--- src/hw/rtl/gae_pkg.sv ---
`default_nettype none
package gae_pkg;

  localparam int KIND_W           = 2;
  localparam int VERTEX_W         = 5;
  localparam int SET_W            = 32;
  localparam int COUNT_W          = 6;
  localparam int TOTAL_W          = 9;
  localparam int ROW_LIMIT        = 32;
  localparam int DEF_MAX_VERTICES = 32;
  localparam logic [COUNT_W-1:0] COUNT_RESET = 6'd32;

  typedef enum logic [KIND_W-1:0] {
    KIND_INSERT = 2'd0,
    KIND_REMOVE = 2'd1,
    KIND_CLIQUE = 2'd2,
    KIND_PATH   = 2'd3
  } kind_t;

  typedef struct packed {
    kind_t               kind;
    logic [VERTEX_W-1:0] vertex_a;
    logic [VERTEX_W-1:0] vertex_b;
    logic [VERTEX_W-1:0] path_from;
    logic [VERTEX_W-1:0] path_to;
    logic [SET_W-1:0]    vertex_set;
    logic [SET_W-1:0]    blocked_set;
  } item_t;

  typedef struct packed {
    logic               answer;
    logic               status;
    logic [TOTAL_W-1:0] edge_total;
  } result_t;

  typedef enum logic [2:0] {
    ST_IDLE,
    ST_CHECK,
    ST_EDGE_A,
    ST_EDGE_B,
    ST_SWEEP,
    ST_DONE
  } state_t;

  typedef struct packed {
    logic                rd_en;
    logic [VERTEX_W-1:0] rd_addr;
    logic                wr_en;
    logic [VERTEX_W-1:0] wr_addr;
    logic [SET_W-1:0]    wr_data;
  } mem_req_t;

  typedef struct packed {
    logic             clique_fail;
    logic [SET_W-1:0] path_next;
  } unit_res_t;

endpackage
`default_nettype wire

--- src/hw/rtl/gae_adj_mem.sv ---
`default_nettype none
module gae_adj_mem #(
  parameter int ROWS = gae_pkg::ROW_LIMIT
) (
  input  logic                     clk,
  input  logic                     rst,
  input  gae_pkg::mem_req_t        req,
  output logic [gae_pkg::SET_W-1:0] rd_data
);
  import gae_pkg::*;

  localparam int ROW_AW = $clog2(ROWS);

  logic [SET_W-1:0] mem [ROWS];
  logic [ROWS-1:0]  row_valid;
  logic [SET_W-1:0] rd_q;
  logic             rd_hit;

  always_ff @(posedge clk) begin
    if (req.wr_en) begin
      mem[req.wr_addr[ROW_AW-1:0]] <= req.wr_data;
    end
    if (req.rd_en) begin
      rd_q <= mem[req.rd_addr[ROW_AW-1:0]];
    end
  end

  // rows never written read as empty
  always_ff @(posedge clk) begin
    if (rst) begin
      row_valid <= '0;
      rd_hit    <= 1'b0;
    end else begin
      if (req.wr_en) begin
        row_valid[req.wr_addr[ROW_AW-1:0]] <= 1'b1;
      end
      if (req.rd_en) begin
        rd_hit <= row_valid[req.rd_addr[ROW_AW-1:0]];
      end
    end
  end

  assign rd_data = rd_hit ? rd_q : '0;

endmodule
`default_nettype wire

--- src/hw/rtl/gae_row_unit.sv ---
`default_nettype none
module gae_row_unit (
  input  logic [gae_pkg::SET_W-1:0]    row,
  input  logic [gae_pkg::VERTEX_W-1:0] idx,
  input  logic [gae_pkg::SET_W-1:0]    vertex_set,
  input  logic [gae_pkg::SET_W-1:0]    blocked_set,
  input  logic [gae_pkg::SET_W-1:0]    vmask,
  input  logic [gae_pkg::VERTEX_W-1:0] vertex_a,
  input  logic [gae_pkg::VERTEX_W-1:0] vertex_b,
  input  logic [gae_pkg::SET_W-1:0]    reached,
  output gae_pkg::unit_res_t           res
);
  import gae_pkg::*;

  logic [SET_W-1:0] need;
  logic [SET_W-1:0] nb;

  always_comb begin
    need = vertex_set & ~(SET_W'(1) << idx);
    res.clique_fail = vertex_set[idx] && ((row & need) != need);

    nb = row & vmask & ~blocked_set;
    if (vertex_a != vertex_b) begin
      if (idx == vertex_a) begin
        nb = nb & ~(SET_W'(1) << vertex_b);
      end
      if (idx == vertex_b) begin
        nb = nb & ~(SET_W'(1) << vertex_a);
      end
    end
    res.path_next = reached[idx] ? (reached | nb) : reached;
  end

endmodule
`default_nettype wire

--- src/hw/rtl/gae_ctrl.sv ---
`default_nettype none
module gae_ctrl #(
  parameter int MAX_VERTICES = gae_pkg::DEF_MAX_VERTICES
) (
  input  logic                        clk,
  input  logic                        rst,
  input  logic                        start,
  output logic                        busy,
  input  gae_pkg::item_t              item,
  output logic                        done,
  output gae_pkg::result_t            result,
  input  logic                        cfg_valid,
  output logic                        cfg_ready,
  input  logic [gae_pkg::COUNT_W-1:0] cfg_data,
  output gae_pkg::mem_req_t           mem_req,
  input  logic [gae_pkg::SET_W-1:0]   rd_data
);
  import gae_pkg::*;

  localparam int ROWS = (MAX_VERTICES < ROW_LIMIT) ? MAX_VERTICES : ROW_LIMIT;
  localparam logic [COUNT_W:0]   MAX_C  = (COUNT_W + 1)'(MAX_VERTICES);
  localparam logic [COUNT_W-1:0] ROWS_C = COUNT_W'(ROWS);

  state_t               state, state_next;
  logic [COUNT_W-1:0]   vertex_count;
  item_t                cur, cur_next;
  logic [TOTAL_W-1:0]   edge_counter, edge_counter_next;
  logic                 answer, answer_next;
  logic                 status, status_next;
  logic [COUNT_W-1:0]   idx, idx_next;
  logic [SET_W-1:0]     reached, reached_next;
  logic                 grew, grew_next;
  logic                 rd_pend;
  logic [VERTEX_W-1:0]  rd_idx;

  logic [COUNT_W-1:0]   cnt;
  logic [COUNT_W-1:0]   lim;
  logic [SET_W-1:0]     vmask;
  logic                 last;
  logic                 present;
  logic                 grow_now;
  unit_res_t            unit_res;

  always_comb begin
    if (vertex_count == '0) begin
      cnt = COUNT_W'(1);
    end else if ({1'b0, vertex_count} > MAX_C) begin
      cnt = MAX_C[COUNT_W-1:0];
    end else begin
      cnt = vertex_count;
    end
    lim   = (cnt > ROWS_C) ? ROWS_C : cnt;
    vmask = (cnt >= COUNT_W'(SET_W)) ? '1 : SET_W'((33'd1 << cnt) - 33'd1);
  end

  gae_row_unit u_unit (
    .row         (rd_data),
    .idx         (rd_idx),
    .vertex_set  (cur.vertex_set),
    .blocked_set (cur.blocked_set),
    .vmask       (vmask),
    .vertex_a    (cur.vertex_a),
    .vertex_b    (cur.vertex_b),
    .reached     (reached),
    .res         (unit_res)
  );

  always_ff @(posedge clk) begin
    if (rst) begin
      state        <= ST_IDLE;
      vertex_count <= COUNT_RESET;
      edge_counter <= '0;
      rd_pend      <= 1'b0;
    end else begin
      state        <= state_next;
      edge_counter <= edge_counter_next;
      rd_pend      <= mem_req.rd_en;
      if (cfg_valid && cfg_ready) begin
        vertex_count <= cfg_data;
      end
    end
  end

  always_ff @(posedge clk) begin
    cur     <= cur_next;
    answer  <= answer_next;
    status  <= status_next;
    idx     <= idx_next;
    reached <= reached_next;
    grew    <= grew_next;
    rd_idx  <= mem_req.rd_addr;
  end

  always_comb begin
    state_next        = state;
    cur_next          = cur;
    edge_counter_next = edge_counter;
    answer_next       = answer;
    status_next       = status;
    idx_next          = idx;
    reached_next      = reached;
    grew_next         = grew;
    mem_req           = '0;
    busy              = 1'b1;
    done              = 1'b0;
    present           = rd_data[cur.vertex_b];
    last              = ({1'b0, rd_idx} == (lim - COUNT_W'(1)));
    grow_now          = (unit_res.path_next != reached);

    case (state)
      ST_IDLE: begin
        busy = 1'b0;
        if (start) begin
          cur_next   = item;
          state_next = ST_CHECK;
        end
      end

      ST_CHECK: begin
        status_next = 1'b0;
        answer_next = 1'b0;
        case (cur.kind)
          KIND_INSERT, KIND_REMOVE: begin
            if (({1'b0, cur.vertex_a} >= cnt) || ({1'b0, cur.vertex_b} >= cnt)) begin
              status_next = 1'b1;
              state_next  = ST_DONE;
            end else if (cur.vertex_a == cur.vertex_b) begin
              state_next = ST_DONE;
            end else begin
              mem_req.rd_en   = 1'b1;
              mem_req.rd_addr = cur.vertex_a;
              state_next      = ST_EDGE_A;
            end
          end
          KIND_CLIQUE: begin
            if ((cur.vertex_set & ~vmask) != '0) begin
              status_next = 1'b1;
              state_next  = ST_DONE;
            end else begin
              answer_next = 1'b1;
              idx_next    = '0;
              state_next  = ST_SWEEP;
            end
          end
          default: begin
            if (({1'b0, cur.path_from} >= cnt) || ({1'b0, cur.path_to} >= cnt)) begin
              status_next = 1'b1;
              state_next  = ST_DONE;
            end else if (cur.path_from == cur.path_to) begin
              answer_next = 1'b1;
              state_next  = ST_DONE;
            end else begin
              reached_next = SET_W'(1) << cur.path_from;
              grew_next    = 1'b0;
              idx_next     = '0;
              state_next   = ST_SWEEP;
            end
          end
        endcase
      end

      ST_EDGE_A: begin
        if ((cur.kind == KIND_INSERT) != present) begin
          mem_req.wr_en   = 1'b1;
          mem_req.wr_addr = cur.vertex_a;
          mem_req.wr_data = rd_data ^ (SET_W'(1) << cur.vertex_b);
          mem_req.rd_en   = 1'b1;
          mem_req.rd_addr = cur.vertex_b;
          edge_counter_next = (cur.kind == KIND_INSERT) ? edge_counter + TOTAL_W'(1)
                                                        : edge_counter - TOTAL_W'(1);
          state_next = ST_EDGE_B;
        end else begin
          state_next = ST_DONE;
        end
      end

      ST_EDGE_B: begin
        mem_req.wr_en   = 1'b1;
        mem_req.wr_addr = cur.vertex_b;
        mem_req.wr_data = rd_data ^ (SET_W'(1) << cur.vertex_a);
        state_next      = ST_DONE;
      end

      ST_SWEEP: begin
        if (idx < lim) begin
          mem_req.rd_en   = 1'b1;
          mem_req.rd_addr = idx[VERTEX_W-1:0];
          idx_next        = idx + COUNT_W'(1);
        end
        if (rd_pend) begin
          if (cur.kind == KIND_CLIQUE) begin
            if (unit_res.clique_fail) begin
              answer_next = 1'b0;
              state_next  = ST_DONE;
            end else if (last) begin
              state_next = ST_DONE;
            end
          end else begin
            reached_next = unit_res.path_next;
            if (unit_res.path_next[cur.path_to]) begin
              answer_next = 1'b1;
              state_next  = ST_DONE;
            end else if (last) begin
              if (grew || grow_now) begin
                idx_next  = '0;
                grew_next = 1'b0;
              end else begin
                state_next = ST_DONE;
              end
            end else begin
              grew_next = grew || grow_now;
            end
          end
        end
      end

      ST_DONE: begin
        done       = 1'b1;
        state_next = ST_IDLE;
      end

      default: begin
        state_next = ST_IDLE;
      end
    endcase
  end

  assign cfg_ready         = (state == ST_IDLE);
  assign result.answer     = answer;
  assign result.status     = status;
  assign result.edge_total = edge_counter;

  a_done_single: assert property (@(posedge clk) disable iff (rst)
    done |=> !done)
    else $error("result strobe held");

  a_write_edge_only: assert property (@(posedge clk) disable iff (rst)
    mem_req.wr_en |-> (state == ST_EDGE_A || state == ST_EDGE_B))
    else $error("row write outside edge update");

  a_count_stable: assert property (@(posedge clk) disable iff (rst)
    (state != ST_EDGE_A) |=> $stable(edge_counter))
    else $error("edge count moved outside edge update");

  a_error_no_answer: assert property (@(posedge clk) disable iff (rst)
    (done && result.status) |-> !result.answer)
    else $error("answer set with error status");

endmodule
`default_nettype wire

--- src/hw/rtl/graph_adjacency_engine.sv ---
// Insert/remove: check, read row a, write row a and read row b, write row b; an error, a
// self-loop or an unchanged edge ends early. Clique test: L rows read one a cycle, with
// L = min(vertex count, MAX_VERTICES, 32). Path test: up to L sweeps over the single row
// port; one word in flight, start taken only while busy is low.
// The result word shows for one cycle on done; the receiver cannot stall.
// Reset: all rows read empty at once (per-row valid flops), edge count 0, count 32.
`default_nettype none
module graph_adjacency_engine #(
  parameter int MAX_VERTICES = gae_pkg::DEF_MAX_VERTICES
) (
  input  logic                        clk,
  input  logic                        rst,
  input  logic                        start,
  output logic                        busy,
  input  gae_pkg::item_t              item,
  output logic                        done,
  output gae_pkg::result_t            result,
  input  logic                        cfg_valid,
  output logic                        cfg_ready,
  input  logic [gae_pkg::COUNT_W-1:0] cfg_data
);
  import gae_pkg::*;

  localparam int ROWS = (MAX_VERTICES < ROW_LIMIT) ? MAX_VERTICES : ROW_LIMIT;

  mem_req_t         mem_req;
  logic [SET_W-1:0] rd_data;

  gae_adj_mem #(
    .ROWS (ROWS)
  ) u_mem (
    .clk     (clk),
    .rst     (rst),
    .req     (mem_req),
    .rd_data (rd_data)
  );

  gae_ctrl #(
    .MAX_VERTICES (MAX_VERTICES)
  ) u_ctrl (
    .clk       (clk),
    .rst       (rst),
    .start     (start),
    .busy      (busy),
    .item      (item),
    .done      (done),
    .result    (result),
    .cfg_valid (cfg_valid),
    .cfg_ready (cfg_ready),
    .cfg_data  (cfg_data),
    .mem_req   (mem_req),
    .rd_data   (rd_data)
  );

endmodule
`default_nettype wire
--- config.mk ---
export PLATFORM = sky130hd
export DESIGN_NAME = graph_adjacency_engine
export DESIGN_NICKNAME = d
export VERILOG_FILES = /design/src/hw/rtl/gae_pkg.sv /design/src/hw/rtl/gae_adj_mem.sv /design/src/hw/rtl/gae_row_unit.sv /design/src/hw/rtl/gae_ctrl.sv /design/src/hw/rtl/graph_adjacency_engine.sv
export SDC_FILE = /design/constraint.sdc
export NUM_CORES = 2
export LEC_CHECK = 0
export BUFFER_PORTS_ARGS = -buffer_cell sky130_fd_sc_hd__buf_2
export CAP_MARGIN = 20
export CORE_ASPECT_RATIO = 1.1
export CORE_MARGIN = 4
export CORE_UTILIZATION = 60
export DETAILED_ROUTE_END_ITERATION = 12
export PLACE_DENSITY_LB_ADDON = 0.3
export SYNTH_ARGS = -nofsm -noshare
export SYNTH_HDL_FRONTEND = slang
export SYNTH_SLANG_ARGS = --single-unit
--- constraint.sdc ---
create_clock -name clk -period 7.1 [get_ports clk]
set_input_delay 0.71 -clock clk [delete_from_list [all_inputs] [get_ports clk]]
set_output_delay 0.71 -clock clk [all_outputs]
set_load 0.02 [all_outputs]
* Word-level counts from Yosys, hierarchy flattened
Memories as Yosys holds them, arrays and structs flattened. A register that Yosys moved wholly into a read port is not among the register bits.
Index checks and enable logic that the tools add are counted.
** Storage, ports and cells
- ROM bits :: 0
- RAM bits :: 1024
- Input bits :: 96
- Register bits :: 184
- Word-level logic and storage cells :: 202
- Latch bits :: 0
- Memories kept :: 1
** Memories
- u_mem.mem :: words 32, width 32, rd ports 1, clocked after Yosys merged registers in 1, write ports 1, line gae_adj_mem.sv:14 : logic [SET_W-1:0] mem [ROWS];
** Operators by class
- Divide/modulo/power cells :: 0
- Multipliers :: 0
- Equal/unequal tests :: 33
- Reduce and logical (&&, ||, !) cells :: 20
- Bitwise gates (word level) :: 16
- Add/sub/neg operators :: 5
- $lt $le $gt $ge :: 14
- Shift-type cells :: 5
- Multiplexer cells :: 89
** Operators with widths (number)
- 32-bit two-way mux :: 12
- 32-bit AND :: 7
- 32-bit inverter :: 5
- 1-bit by 5-bit << shifter with 32-bit output (first input constant) :: 4
- 6-bit two-way mux :: 16
- 38-bit one-hot mux with 2 select lines :: 1
- 32-bit != test :: 2
- 32-bit OR :: 2
- 32-bit one-hot mux with 2 select lines :: 1
- 32-bit XOR :: 2
- 44-bit two-way mux :: 1
- 3-bit two-way mux :: 11
- 32-bit nonzero test :: 1
- 1-bit by 6-bit << shifter with 32-bit output (first input constant) :: 1
- 32-bit by 1-bit subtractor with 32-bit output (second input constant) :: 1
- 1-bit two-way mux :: 31
- 5-bit by 6-bit < comparator with 1-bit output (second input constant) :: 5
- 1-bit binary-select mux with 5-bit select :: 5
- 5-bit by 6-bit >= comparator with 1-bit output :: 4
- 6-bit one-hot mux with 2 select lines :: 2
- 5-bit == test :: 4
- 6-bit one-hot mux with 3 select lines :: 1
- 3-bit != test (second input constant) :: 5
- 3-bit one-hot mux with 5 select lines :: 1
- other kinds (39) :: 57

* Longest topological paths before layout
- Word-level depth :: 24
- Mapped depth :: 21
- Gate-level depth less buffers :: 16

* Modules after synthesis
From an unflattened synthesis, not the netlist that was laid out.
** Second synthesis, totals
- Cell total of the unflattened synthesis :: 3189
- Area, all modules :: 54202.0 sq um
** Modules (own cells, without submodules)
- gae_adj_mem :: area each 41305.9 sq um, instances 1, sequential area each 32371.0 sq um, cells each 1709
- gae_ctrl :: area each 10249.8 sq um, instances 1, sequential area each 4294.1 sq um, cells each 1080
- gae_row_unit :: area each 2646.3 sq um, instances 1, sequential area each 0.0 sq um, cells each 400

* Least setup slack after synthesis
OpenSTA, ideal clock, no wires.
- Kind :: reg2reg
- From :: register u_ctrl.vertex_count[5]
- To :: register u_ctrl.grew, enable pin
- Setup time :: 0.306 ns
- Path slack :: 1.724 ns
- Cell stages (with the launch flop) :: 14
- Arrival time :: 5.070 ns
- Required time :: 6.794 ns
- Cells stage by stage :: dfxtp_1 buf_2 buf_1 buf_2 buf_2 nand2b_1 ha_1 nor2b_1 o21ai_0 nand2_1 o31ai_1 a21oi_1 a211oi_1 nor2b_1
** On the way
- Longest elaborated chain between the ends :: 20
- Elaborated cells on any way between the ends :: 33
- Those cells by class :: add/sub (2); order compare (5); eq/ne (5); shift (1); mux (11); bitwise (5); reduce/logical (4)
** Ends and longest elaborated chain
- from (decl) :: line gae_ctrl.sv:25 : logic [COUNT_W-1:0] vertex_count;
- from (signal assigned) :: line gae_ctrl.sv:79 : vertex_count <= cfg_data;
- 6-bit > comparator :: line gae_ctrl.sv:47 : end else if ({1'b0, vertex_count} > MAX_C) begin
- 6-bit two-way mux :: line gae_ctrl.sv:47
- 6-bit two-way mux * :: line gae_ctrl.sv:45 : if (vertex_count == '0) begin
- 1-bit by 6-bit << shifter with 32-bit output :: line gae_ctrl.sv:53 : vmask = (cnt >= COUNT_W'(SET_W)) ? '1 : SET_W'((33'd1 << cnt) - 33'd1);
- 32-bit by 1-bit subtractor with 32-bit output :: line gae_ctrl.sv:53
- 32-bit two-way mux :: line gae_ctrl.sv:53
- 32-bit AND (2 in a row) :: line gae_row_unit.sv:22 : nb = row & vmask & ~blocked_set;
- 32-bit AND :: line gae_row_unit.sv:25 : nb = nb & ~(SET_W'(1) << vertex_b);
- [3 not listed]
- 32-bit two-way mux :: line gae_row_unit.sv:27 : if (idx == vertex_b) begin
- 32-bit two-way mux :: line gae_row_unit.sv:23 : if (vertex_a != vertex_b) begin
- 32-bit OR :: line gae_row_unit.sv:31 : res.path_next = reached[idx] ? (reached | nb) : reached;
- 32-bit two-way mux :: line gae_row_unit.sv:31
- 1-bit binary-select mux with 5-bit select or 32-bit != test (tied branches) :: line gae_ctrl.sv:200, gae_ctrl.sv:108
- 1-bit two-way mux (not written as such) or 1-bit logical OR (tied branches) :: line gae_ctrl.sv:200, gae_ctrl.sv:204
- 2-bit != test (no line) or 3-bit != test (tied branches)
- 8-bit AND reduction (no line) *
- to (signal assigned) :: line gae_ctrl.sv:90 : grew <= grew_next;
- to (decl) :: line gae_ctrl.sv:32 : logic grew, grew_next;
Mark *: on every way between the ends. The rest lies on a longest branch, timed or not. The select of a mux whose other input is x is not followed.
A chain may end at the register's enable or synchronous reset.

* Worst setup path in the final report
- From :: register u_ctrl.cur[74] in the netlist's numbering
- To :: memory u_mem.mem[15][5], enable pin
** On the way
- Longest elaborated chain between the ends :: 7
** Ends and longest elaborated chain
- from (decl) :: line gae_ctrl.sv:26 : item_t cur, cur_next;
- from (signal assigned) :: line gae_ctrl.sv:85 : cur <= cur_next;
- 1-bit binary-select mux with 5-bit select :: line gae_ctrl.sv:106 : present = rd_data[cur.vertex_b];
- 1-bit two-way mux (not written as such) :: line gae_ctrl.sv:106
- 1-bit != test :: line gae_ctrl.sv:163 : if ((cur.kind == KIND_INSERT) != present) begin
- 44-bit two-way mux :: line gae_ctrl.sv:163
- 38-bit one-hot mux with 2 select lines * :: line gae_ctrl.sv:110 : case (state)
- 1-bit two-way mux :: line gae_adj_mem.sv:20 : if (req.wr_en) begin
- 1-bit two-way mux (not written as such) :: line gae_adj_mem.sv:21 : mem[req.wr_addr[ROW_AW-1:0]] <= req.wr_data;
- to (decl) :: line gae_adj_mem.sv:14
Marked as above.

==> results.toml <==
[worst_setup_path]
cp-start-kind = "flop"
path_max_fanout = 25
slowest_stage = "nor2b_1"
r2r_start = "u_ctrl.cur[74]"
arrival_ps = 6250
cp-startpoint = "u_ctrl.cur[74]"
worst-path-buf-inv = 1
path_cells = "nor2b_1 > nand2_1 > a32oi_1 > a22oi_2 > nand2_2 > mux2i_4 > nand3b_1 > a21boi_0 > nand2_1 > nor2_4 > buf_4"
rrSetupSlack_ps = 1240
critPathRequiredTime_ps = 7490
slowest_delay_ps = 900
critPathTopFamily = "simple AND/OR/NAND/NOR gates"
path_common_cell = "nand2_1"
critPathKind = "flop to flop"
endpoint_kind = "flop"

[die]
io_pins = 110
start_util = 0.609
die_x_um = 298
core_um2 = 91400
rows = 116
die_area_um2 = 97700
fp.dieH_um = 327

[layout]
fillerInstances = 6451
final_common_cell = "edfxtp_1"
multi_input_area_um2 = 17800
antenna_cells = 0
area_growth_pct = 11.2
mostFrequentLayoutCells = "edfxtp_1 (1,183), nand2_1 (823), nor2_1 (684)"
drive_above_1_share = 0.113
fin_util = 0.677
nNetsFinal = 5061
seqCellArea_um2 = 36700

[timing]
finalSetupTns_ps = 0
worst-slew-pin-transition_ps = 1210
finalWorstSetupSlack_ps = 1240
finalCritPeriodShare = 0.825
setup_violations = 0
hold_viol_final = 0
clock.fmax_ghz = 0.171
relSlewSlack = 0.190
slew_viol_final = 0
period_minus_slack_ps = 5860
rsz0062_at_grt = "no"
finalClockSkew_ps = 40.5

[synthesis]
synthFlopType = "edfxtp_1"
synth.avg_cell_area_um2 = 11.4
async_flop_share = 0
synth_top_family_by_area = "simple AND/OR/NAND/NOR gates"
yosys.area_share.simple = 0.175
ys_seq_elements = 1240
yosysSeqAreaShare = 0.659
ys_warn_count = 0
synthesis.area_um2 = 55700
netlist_instances = 4897
ys_types = 107
synth_top_area_share = 0.638
synthXorXnorAreaFrac = 0.0103
yosys.area_share.adder = 0.00845
synth_area_leader_cell = "edfxtp_1"
synthMuxAreaShare = 0.0117
synth-compound-area-share = 0.104
synth_edf_count = 1183
synthTopCellsByArea = "edfxtp_1 (64%), nand2_1 (5.6%), nor2_1 (4.9%)"
mappedNetlistNets = 5030

[grt]
antenna_found_initial = 1
grt_pass1_wl_um = 254000
grt_pass1_vias = 38910
grt_max_degree = 115
grt_use_total = 0.347
overflow = 0

[placed_design]
place_congestion = 1.02
place_worst_setup_slack_ps = 1350
dp_hpwl_um = 109000
io_buffers = 109

[pwr]
p_comb_frac = 0.300
p_switching_w = 0.00822
switching_share = 0.364
power_density_nw_per_um2 = 365
p_leak_nw = 21.1
peakVddDrop_mv = 0.285
intPower_w = 0.0143
clkPwrFrac = 0.280
sequentialPowerShare = 0.420

[clock_tree]
ctsResizeCount = 0
cts_root_buf = "clkbuf_16"
cts_tree = "yes"
post-cts-setup-buffers = 0
hold_buffers = 0
clock_path_buffers = 3
clock_latency_ps = 730
numCtsBuffers = 116
cts.sinks = 1240
clk_pin_slew_worst_paths_ps = 70
htreeDepth = 3

[flow_run]
maxCapViolations = 0

[outcome]
status = "finished, final reports clean"

[detailed_routing]
wirelength_um = 173000
drtIter0Drc = 6278
viasPerCell = 6.68
wl_per_cell_um = 27.9
vias = 41483
remaining_drc_errors = 0
ant_nets = 0
dr.pass1.iters = 7

[hold_path]
hold_class = "input pin to flop"
hold_start = "item[4]"
-- area by class of cell --
class                      instances  area share
clock buffer                     139      0.0489
clock inverter                    81      0.0135
inverter                          47     0.00309
multi-input combinational       3277       0.287
sequential                      1240       0.592
tap                             1180      0.0238
timing repair buffer             246      0.0311
-- metrics by stage --
step / power [W] / cell area, µm² / std cells / hold slack, ps
finish: 0.0226 / 61900 / 6210 / 158
global route: 0.0234 / 61900 / 6210 / 145
CTS: 0.0224 / 61900 / 6207 / 121
detailed placement: 0.0161 / 58000 / 5987 / 453
global placement: 0.0161 / 57900 / 5980 / 447
floorplan: 0.0136 / 55700 / 4897 / 440
-- path summary, 6_finish.rpt --
check / end / cells after the start
worst max-delay path: u_mem.mem[15][5] / 11
worst min-delay path: u_ctrl.cur[4] / 1
worst max register to register: u_mem.mem[15][5] / 11
worst min register to register: u_mem.row_valid[19] / 1
-- cell families (layout without fill, tap and decap cells) --
| kind of cell | after synthesis | count (layout) |
|---|---|---|
| AND/OR/NAND/NOR | 2223 | 2223 |
| flip-flops | 1240 | 1240 |
| AO/OA/AOI/OAI | 909 | 909 |
| buffers and inverters | 380 | 513 |
| XOR/XNOR | 58 | 58 |
| multiplexers | 49 | 49 |
| adder cells (fa/ha/maj) | 37 | 37 |
| other | 1 | 1 |
-- flip-flops by register name, indices dropped and copies added (netlist names) --
signal and flops:
u_ctrl.rd_idx 5, u_ctrl.vertex_count 6, u_mem.rd_q 32, u_ctrl.answer 1, u_mem.rd_hit 1, u_ctrl.reached 32, u_ctrl.rd_pend 1, u_ctrl.cur 86
u_ctrl.idx 6, u_mem.mem 1024, u_ctrl.grew 1, u_ctrl.state 3, u_ctrl.edge_counter 9, u_ctrl.status 1, u_mem.row_valid 32
-- per-layer routing --
metal  share of wire  track usage  up-vias  wire [µm]
met5               0            0        -          0
met4           0.052        0.159        0       8980
met3            0.11       0.0662      480      19600
met2            0.46        0.541     2899      79300
met1            0.38        0.480    20143      65400
li1                -            -    17961          -
-- power by group through the flow --
stage	Clock, W	Sequential (W)	Combinational (W)
global placement	0	0.00959	0.00648
CTS	0.00634	0.00943	0.00662
finish	0.00632	0.00947	0.00678
global route	0.00667	0.00947	0.00725
floorplan	0	0.00920	0.00445
detailed placement	0	0.00958	0.00657
-- synth_stat cells (41+ instances only) --
cell,instances
edfxtp_1,1183
nor2_1,722
o21a_1,42
dfxtp_1,57
buf_2,141
nand3_1,374
nor3_1,62
o21ai_0,251
a21oi_1,237
nand2_1,823
clkbuf_1,139
a22oi_1,88
inv_1,41
No activity file was read; power rests on OpenSTA's default activity.
